--- config.mk ---
export PLATFORM = sky130hd
export DESIGN_NAME = json_string_unescape
export DESIGN_NICKNAME = d
export VERILOG_FILES = /design/src/rtl/jsu_pkg.sv /design/src/rtl/jsu_decode.sv /design/src/rtl/json_string_unescape.sv
export SDC_FILE = /design/constraint.sdc
export NUM_CORES = 1
export LEC_CHECK = 0
export ABC_CLOCK_PERIOD_IN_PS = 9050
export BUFFER_PORTS_ARGS = -buffer_cell sky130_fd_sc_hd__buf_2
export CAP_MARGIN = 15
export CORE_MARGIN = 2
export CORE_UTILIZATION = 35
export CTS_BUF_LIST = sky130_fd_sc_hd__clkbuf_8
export CTS_CLUSTER_SIZE = 10
export DETAILED_ROUTE_END_ITERATION = 10
export PLACE_DENSITY = 0.6
export SLEW_MARGIN = 30
export SYNTH_ARGS = -nofsm -noshare
export SYNTH_HDL_FRONTEND = slang
export SYNTH_SLANG_ARGS = --single-unit
--- constraint.sdc ---
create_clock -name clk -period 9.05 [get_ports clk]
set_input_delay 0.4525 -clock clk [delete_from_list [all_inputs] [get_ports clk]]
set_output_delay 0.4525 -clock clk [all_outputs]
set_load 0.01 [all_outputs]
--- src/rtl/jsu_pkg.sv ---
// Shared types and character constants for the JSON string unescaper.
package jsu_pkg;

  localparam logic [7:0] ChBackslash = 8'h5C;
  localparam logic [7:0] ChQuote     = 8'h22;
  localparam logic [7:0] ChSlash     = 8'h2F;
  localparam logic [7:0] ChB         = 8'h62;
  localparam logic [7:0] ChF         = 8'h66;
  localparam logic [7:0] ChN         = 8'h6E;
  localparam logic [7:0] ChR         = 8'h72;
  localparam logic [7:0] ChT         = 8'h74;
  localparam logic [7:0] ChU         = 8'h75;
  localparam logic [7:0] Ch0         = 8'h30;
  localparam logic [7:0] Ch9         = 8'h39;
  localparam logic [7:0] ChUpperA    = 8'h41;
  localparam logic [7:0] ChLowerA    = 8'h61;
  localparam logic [7:0] ChLowerZ    = 8'h7A;
  localparam logic [7:0] CaseOffset  = 8'h20;
  localparam logic [7:0] HexTen      = 8'd10;

  localparam logic [7:0] CtlBackspace = 8'h08;
  localparam logic [7:0] CtlFormFeed  = 8'h0C;
  localparam logic [7:0] CtlNewline   = 8'h0A;
  localparam logic [7:0] CtlReturn    = 8'h0D;
  localparam logic [7:0] CtlTab       = 8'h09;

  localparam logic [2:0] HexDigits = 3'd4;

  typedef struct packed {
    logic        esc;
    logic        hex;
    logic [2:0]  digits;
    logic [15:0] code;
  } dec_state_t;

  typedef struct packed {
    logic [2:0][7:0] bytes;
    logic [1:0]      nbytes;
    logic            has_byte;
    logic            last;
  } grp_t;

endpackage

--- src/rtl/jsu_decode.sv ---
// Per-byte decode: escape state update and the group of output bytes it yields.
module jsu_decode
  import jsu_pkg::*;
(
  input  logic [7:0]  in_byte,
  input  logic        in_last,
  input  dec_state_t  state,
  output dec_state_t  state_next,
  output grp_t        grp,
  output logic        emit
);

  logic [7:0]  upper;
  logic [3:0]  digit;
  logic [15:0] code_shift;
  logic [2:0]  digits_inc;
  logic        emit_utf8;
  logic        emit_single;
  logic [7:0]  single;
  logic [15:0] u_code;
  dec_state_t  st;

  always_comb begin
    upper = ((in_byte >= ChLowerA) && (in_byte <= ChLowerZ)) ? (in_byte - CaseOffset) : in_byte;
    if ((in_byte >= Ch0) && (in_byte <= Ch9)) begin
      digit = 4'(in_byte - Ch0);
    end else begin
      digit = 4'(upper - ChUpperA + HexTen);
    end
    code_shift = {state.code[11:0], digit};
    digits_inc = state.digits + 3'd1;
  end

  always_comb begin
    st          = state;
    emit_utf8   = 1'b0;
    emit_single = 1'b0;
    single      = in_byte;
    u_code      = state.code;
    if (state.hex) begin
      st.code   = code_shift;
      st.digits = digits_inc;
      u_code    = code_shift;
      if (digits_inc >= HexDigits) begin
        emit_utf8 = 1'b1;
        st.hex    = 1'b0;
        st.digits = '0;
        st.code   = '0;
      end
    end else if (state.esc) begin
      st.esc = 1'b0;
      unique case (in_byte)
        ChBackslash, ChQuote, ChSlash: emit_single = 1'b1;
        ChB: begin emit_single = 1'b1; single = CtlBackspace; end
        ChF: begin emit_single = 1'b1; single = CtlFormFeed;  end
        ChN: begin emit_single = 1'b1; single = CtlNewline;   end
        ChR: begin emit_single = 1'b1; single = CtlReturn;    end
        ChT: begin emit_single = 1'b1; single = CtlTab;       end
        ChU: begin
          st.hex    = 1'b1;
          st.digits = '0;
          st.code   = '0;
        end
        default: ;
      endcase
    end else if (in_byte == ChBackslash) begin
      st.esc = 1'b1;
    end else begin
      emit_single = 1'b1;
    end

    if (in_last && st.hex) begin
      emit_utf8 = 1'b1;
      u_code    = st.code;
    end
  end

  always_comb begin
    grp          = '0;
    grp.last     = in_last;
    grp.has_byte = 1'b1;
    grp.nbytes   = 2'd1;
    if (emit_utf8) begin
      if (u_code < 16'h0080) begin
        grp.bytes[0] = u_code[7:0];
      end else if (u_code < 16'h0800) begin
        grp.nbytes   = 2'd2;
        grp.bytes[0] = {3'b110, u_code[10:6]};
        grp.bytes[1] = {2'b10, u_code[5:0]};
      end else begin
        grp.nbytes   = 2'd3;
        grp.bytes[0] = {4'b1110, u_code[15:12]};
        grp.bytes[1] = {2'b10, u_code[11:6]};
        grp.bytes[2] = {2'b10, u_code[5:0]};
      end
    end else if (emit_single) begin
      grp.bytes[0] = single;
    end else begin
      grp.has_byte = 1'b0;
    end
    emit = emit_utf8 || emit_single || in_last;
    state_next = in_last ? dec_state_t'('0) : st;
  end

endmodule

--- src/rtl/json_string_unescape.sv ---
// Top level of the streaming JSON string unescaper.
//
// Input channel (in_valid / in_stall): one escaped byte of a string body per
// transfer, in_last on the final byte. Output channel (res_valid / res_stall):
// one decoded byte per transfer on out_byte with out_valid high, or an empty
// marker (out_valid low, out_byte zero) when the final input byte yields
// nothing. out_last marks the last result of the string.
// An accepted byte is registered in the input register, decoded against the
// escape state into a group of zero to three bytes, and the group is written
// to a two-entry group queue when that queue has room. The input register and
// the queue entry lie between a transfer and the first result of its item.
// While the receiver does not stall, groups are drained one byte per cycle, so
// the block takes one input byte per cycle while each byte yields at most one
// result; a \u escape yielding two or three bytes holds the input as they drain.
// Reset empties the input register and the queue and clears the escape state.
// While the receiver stalls, the head result holds; the queue fills and the
// input stalls once both entries and the input register are occupied.
module json_string_unescape
  import jsu_pkg::*;
(
  input  logic       clk,
  input  logic       rst,
  input  logic       in_valid,
  output logic       in_stall,
  input  logic [7:0] in_byte,
  input  logic       in_last,
  output logic       res_valid,
  input  logic       res_stall,
  output logic [7:0] out_byte,
  output logic       out_valid,
  output logic       out_last
);

  logic       ireg_valid;
  logic [7:0] ireg_byte;
  logic       ireg_last;

  dec_state_t state;
  dec_state_t state_next;
  grp_t       grp;
  logic       emit;

  grp_t       queue [2];
  logic       wr_ptr;
  logic       rd_ptr;
  logic [1:0] count;
  logic [1:0] idx;
  grp_t       head;
  logic       adv;
  logic       push;
  logic       pop;
  logic       head_end;

  jsu_decode u_decode (
    .in_byte    (ireg_byte),
    .in_last    (ireg_last),
    .state      (state),
    .state_next (state_next),
    .grp        (grp),
    .emit       (emit)
  );

  assign adv      = ireg_valid && (count != 2'd2);
  assign in_stall = ireg_valid && !adv;
  assign push     = adv && emit;

  assign head      = queue[rd_ptr];
  assign head_end  = (idx == (head.nbytes - 2'd1));
  assign res_valid = (count != 2'd0);
  assign pop       = res_valid && !res_stall && head_end;
  assign out_byte  = head.bytes[idx];
  assign out_valid = head.has_byte;
  assign out_last  = head.last && head_end;

  always_ff @(posedge clk) begin
    if (rst) begin
      ireg_valid <= 1'b0;
    end else if (!in_stall) begin
      ireg_valid <= in_valid;
    end
  end

  always_ff @(posedge clk) begin
    if (!in_stall) begin
      ireg_byte <= in_byte;
      ireg_last <= in_last;
    end
  end

  always_ff @(posedge clk) begin
    if (rst) begin
      state <= '0;
    end else if (adv) begin
      state <= state_next;
    end
  end

  always_ff @(posedge clk) begin
    if (push) begin
      queue[wr_ptr] <= grp;
    end
  end

  always_ff @(posedge clk) begin
    if (rst) begin
      wr_ptr <= 1'b0;
      rd_ptr <= 1'b0;
      count  <= '0;
      idx    <= '0;
    end else begin
      if (push) begin
        wr_ptr <= !wr_ptr;
      end
      if (pop) begin
        rd_ptr <= !rd_ptr;
      end
      unique case ({push, pop})
        2'b10:   count <= count + 2'd1;
        2'b01:   count <= count - 2'd1;
        default: count <= count;
      endcase
      if (res_valid && !res_stall) begin
        idx <= head_end ? 2'd0 : (idx + 2'd1);
      end
    end
  end

endmodule

== Yosys cells after proc, flatten, opt, wreduce, memory -nomap -nowiden ==
Memories as Yosys holds them, arrays and structs flattened. A register that Yosys moved wholly into a read port is not among the register bits.
Cells that the tools add are included.
Cells by class
  bitwise gates (word level): 0
  equality and inequality tests: 14
  reductions and logical operators: 22
  add/subtract/negate cells: 9
  div/mod/pow operators: 0
  shift-type cells: 0
  multipliers: 0
  multiplexer cells: 41
  magnitude comparators: 8
Operators with widths (count)
  16-bit 2-to-1 mux: 5
  20-bit 2-to-1 mux: 4
  8-bit by 7-bit == test with 1-bit output (second input constant): 7
  8-bit 2-to-1 mux: 7
  8-bit one-hot mux with 5 select lines: 1
  21-bit 2-to-1 mux: 1
  8-bit binary-select mux with 2-bit select: 1
  8-bit by 6-bit == test with 1-bit output (second input constant): 2
  16-bit by 12-bit < comparator with 1-bit output (second input constant): 1
  16-bit by 8-bit < comparator with 1-bit output (second input constant): 1
  1-bit 2-to-1 mux: 16
  4-bit by 1-bit subtractor with 4-bit output (second input constant): 3
  1-bit logical AND: 9
  8-bit by 6-bit greater-or-equal comparator with 1-bit output (second input constant): 1
  8-bit by 7-bit greater-or-equal comparator with 1-bit output (second input constant): 1
  8-bit by 6-bit less-or-equal comparator with 1-bit output (second input constant): 1
  8-bit by 7-bit less-or-equal comparator with 1-bit output (second input constant): 1
  4-bit 2-to-1 mux: 2
  8-bit OR reduction: 1
  2-bit 2-to-1 mux: 3
  3-bit nonzero test: 2
  2-bit by 1-bit adder with 2-bit output (second input constant): 2
  4-bit adder (second input constant): 1
  1-bit zero test: 4
  13 further kinds: 17
Word-level totals
  bits in latches: 0
  flip-flop bits (word level): 37
  word-level logic and storage cells: 106
  memory bits (read-only): 0
  memory bits (writable): 56
  output and inout port bits: 12
  memories: 1
Memories
  queue: words 2, bits a word 28, rd ports 1, clocked after Yosys merged registers in 1, write ports 1, RTL line json_string_unescape.sv:43  | grp_t queue [2];

== Depth between registers and ports, before layout ==
  word-level depth: 15
  depth in mapped cells: 11

== Cells and area by module ==
Synthesis repeated with hierarchy kept, for this count alone.
Second synthesis, totals
  cells, all modules: 457
  area total of the unflattened synthesis: 4845.9 sq um
By module, submodules not included
  json_string_unescape: cells an instance 247, seq. area each 2532.4 sq um, times used 1, area each 3517.1 sq um
  jsu_decode: cells an instance 210, seq. area each 0.0 sq um, times used 1, area each 1328.8 sq um

== Worst setup path before layout ==
OpenSTA, ideal clock, no wires.
  path type: reg-to-reg
  start: register ireg_byte[0]
  end: memory queue[1][0] (netlist bit), enable pin
  arrival: 2.843 ns
  stages on the path, launching flop included: 9
  path slack: 5.797 ns
  clock period less this slack: 3.253 ns
  cell sequence: edfxtp_1 inv_1 ha_1 inv_1 o31a_1 o211ai_2 nor3_2 o32a_4 nor2b_1
On the way
  cells in the longest elaborated chain, start to end: 11
  elaborated cells between the ends (all ways): 24
Ends and longest elaborated chain
  start, declared: RTL line json_string_unescape.sv:35  | logic [7:0] ireg_byte;
  start signal, assigned: RTL line json_string_unescape.sv:85  | ireg_byte <= in_byte;
  8-bit by 7-bit == test with 1-bit output: RTL line jsu_decode.sv:52  | unique case (in_byte)
  20-bit 2-to-1 mux: RTL line jsu_decode.sv:52
  20-bit 2-to-1 mux: RTL line jsu_decode.sv:50  | end else if (state.esc) begin
  20-bit 2-to-1 mux: RTL line jsu_decode.sv:40  | if (state.hex) begin
  1-bit logical AND: RTL line jsu_decode.sv:72  | if (in_last && st.hex) begin
  1-bit 2-to-1 mux: RTL line jsu_decode.sv:72
  1-bit logical OR (*) (2 in a row): RTL line jsu_decode.sv:101  | emit = emit_utf8 || emit_single || in_last;
  1-bit logical AND (*): RTL line json_string_unescape.sv:65  | assign push = adv && emit;
  1-bit 2-to-1 mux (*): RTL line json_string_unescape.sv:99  | if (push) begin
  1-bit 2-to-1 mux (not written as such) (*): RTL line json_string_unescape.sv:100  | queue[wr_ptr] <= grp;
  end, declared: RTL line json_string_unescape.sv:43
Every way passes the cells marked *; elsewhere a longest branch is shown, timed or not. The select of a mux whose other input is x is not followed.

==> impl_metrics.csv <==
group,metric,value,unit
logic_synthesis,synthSimpleGateAreaFrac,14.6,%
layout,antennaDiodeCount,0,
die,core-area,12000,µm²
timing,relSlewSlack,48.6,%
cts,cts_hold_buffers,0,
global_route,grt_max_degree,34,
setup_path,endpoint,"queue[0][7]",
die,initial_core_util,35.8,%
logic_synthesis,syn-num-nets,404,
timing,max_freq,352,MHz
setup_path,r2r_slack,6.21,ns
logic_synthesis,syn_inst,384,
cts,cts_tree,"yes",
logic_synthesis,synth_area,4300,µm²
logic_synthesis,synthFlopType,"edfxtp_1",
place,place.gp.congestion,0.903,
power_and_ir_drop,worst_ir_drop_vdd,68.6,µV
timing,hold_viol,0,
drt,drcViolationCount,0,
setup_path,reg2reg_to,"queue[0][7]",
die,row_count,40,
die,io_pins,25,
global_route,antenna_found_initial,0,
drt,drtIter0Drc,205,
place,placed_area,4550,µm²
setup_path,critical_path_class,"reg -> reg",
setup_path,cp.arrival,2.91,ns
logic_synthesis,synth_top_family_by_area,"compound AO/OA/AOI/OAI gates",
cts,cts_root_buf,"clkbuf_8",
cts,cts_buffers,9,
logic_synthesis,synth.mux.area_fraction,7.99,%
job,cap_viol_max_count,0,
layout,seq_area,2350,µm²
drt,vias,3148,
timing,finalSetupViolCount,0,
drt,detail_route.first_pass.iterations,5,
global_route,grt_pass1_vias,2967,
timing,min_period_over_period,31.4,%
timing,fin_setup_tns,0,ns
global_route,grt_pass1_wl,15.7,mm
logic_synthesis,synth_fa_ha_area_share,2.03,%
logic_synthesis,ys_types,67,
timing,drv_slew,0,
logic_synthesis,synth_seq_cells,88,
power_and_ir_drop,power-per-cell-area,202,nW/µm²
timing,tightest_slew,0.771,ns
logic_synthesis,synth-edff-count,59,
layout,nFillCells,1171,
drt,routed_wl,9.43,mm
cts,path_clk_slew,0.09,ns
power_and_ir_drop,p_leak,1.68,nW
cts,clock_path_buffers,2,
logic_synthesis,seq_area_frac_synth,54.7,%
setup_path,r2r_start,"ireg_byte[1]",
timing,rsz0062_at_grt,"no",
drt,wire_per_inst,17.0,µm
layout,finalNetCount,422,
cts,postCtsSetupRepairBufs,0,
drt,ant_nets,0,
setup_path,end_kind,"register",
hold_path,min_path_type,"in -> reg",
setup_path,crit_start,"ireg_byte[1]",
outcome,status,"finished clean",
layout,synthToLayoutAreaGrowth,11.4,%
setup_path,worstRegToRegCells,8,
global_route,grt_usage,15.1,%
setup_path,start_kind,"register",
setup_path,crit_fanout,11,
die,die_area,13200,µm²
logic_synthesis,synth_compound_area_share,15.8,%
global_route,grt_overflow_total,0,
place,dp_hpwl,6.81,mm
timing,finalCriticalPeriod,2.84,ns
cts,cts.sinks,88,
place,io_buffer_count,24,
logic_synthesis,synthArstFlopShare,0,%
layout,drive_above_1_share,15.5,%
die,die_h,115,µm
die,dieWidth,115,µm
cts,htreeDepth,3,
cts,ctsResizeCount,0,
setup_path,critPathRequiredTime,9.12,ns
layout,multi_input_area,1800,µm²
logic_synthesis,synthXorXnorAreaFrac,1.22,%
layout,postLayoutCellArea,4790,µm²
cts,insertion_delay,0.36,ns
logic_synthesis,syn_area_per_cell,11.2,µm²
drt,vias_per_cell,5.68,
timing,skew,0.0111,ns
logic_synthesis,yosysWarnings,0,
==> through the flow <==
stage               instances  setup slack, ns  hold slack (ns)  util [%]  power [mW]
global placement          538             6.37            0.477      37.9       0.650
finish                    554             6.21            0.268      39.9       0.967
floorplan                 384             5.80            0.443         -       0.603
CTS                       554             6.23            0.249      39.9       0.977
global route              554             6.03            0.251      39.9        1.02
detailed placement        538             6.27            0.472      37.9       0.653
==> report_power, final <==
part           switching, mW  internal [mW]
sequential            0.0214          0.462
clock                  0.142          0.185
combinational         0.0860         0.0710
==> per-layer routing <==
metal  track usage, %  wire, µm  vias to the layer above
met5                0         0                        -
met4             5.06       201                        0
met3             3.27       467                       24
met2             23.0      4210                      121
met1             21.3      4550                     1528
li1                 -         -                     1475
==> placed cells by master, fill, tap and decap left out, types with 6 or more instances in the layout <==
master / n
inv_1: 18
edfxtp_1: 59
dfxtp_1: 29
buf_2: 24
nand2b_1: 8
a22oi_1: 7
o21ai_0: 13
and2_1: 9
nand3_1: 6
o22ai_1: 9
mux4_2: 7
a22o_1: 11
ha_1: 7
clkbuf_8: 9
nor2_1: 52
nand2_1: 14
mux2i_1: 16
a21oi_1: 24
==> how the worst min path moves through the flow <==
stage | end | start | cells after the start | slack, ns
5_1_grt | ireg_byte[6] | in_byte[6] | 1 | 0.25
2_1_floorplan | queue[0][0] | ireg_last | 0 | 0.44
6_report | ireg_byte[7] | in_byte[7] | 1 | 0.27
3_5_place_dp | state[14] | state[14] | 1 | 0.47
4_1_cts | ireg_byte[6] | in_byte[6] | 1 | 0.25
3_3_place_gp | state[14] | state[14] | 1 | 0.48
==> layout make-up <==
type	count	area share, %
sequential	88	49.1
multi-input combinational	258	37.5
tap	147	3.84
timing repair buffer	28	3.13
clock buffer	9	2.58
clock inverter	7	2.53
inverter	17	1.33
==> worst max-delay path, stage by stage, from the launching register on <==
cell      delay [ns]
edfxtp_1        0.49
inv_1           0.15
ha_1            0.20
and4_1          0.29
nand3_2         0.20
o22ai_1         0.65
nand2b_1        0.21
o21ai_0         0.23
o22ai_1         0.14
==> synthesized netlist by cell type (all sizes together) (3+ instances only) <==
cell     n  area share (%)
o22a     3            0.61
o21ai   15             1.7
buf      9             1.1
edfxtp  59              41
o22ai    9             1.3
mux4     7             3.7
a21oi   24             2.8
nand2   14             1.2
nor2    53             4.6
inv     17             1.5
a22oi    7             1.2
dfxtp   29              13
nand3    7            0.93
xnor2    4            0.81
clkbuf  12             1.1
nand2b   8             1.2
a31oi    4            0.58
a22o    11             2.2
mux2i   16             3.7
nor4     5            0.73
nor3     5            0.70
nor2b    4            0.58
ha       7             2.0
and2     9             1.3
==> flip-flops by register name (all words and copies together), names as in the netlist, named ones only <==
name,cells
ireg_valid,1
idx,2
queue,50
state,21
rd_ptr,1
wr_ptr,1
ireg_last,1
count,2
ireg_byte,8
==> cells by family (layout without fill, tap and decap cells) <==
kind of cell             Yosys count  after routing
XOR/XNOR                           6              6
AO/OA/AOI/OAI                     98             98
flip-flops                        88             88
adder cells (fa/ha/maj)            7              7
buffers and inverters             38             61
multiplexers                      25             25
AND/OR/NAND/NOR                  122            122
(Power assumes the default switching activity.)
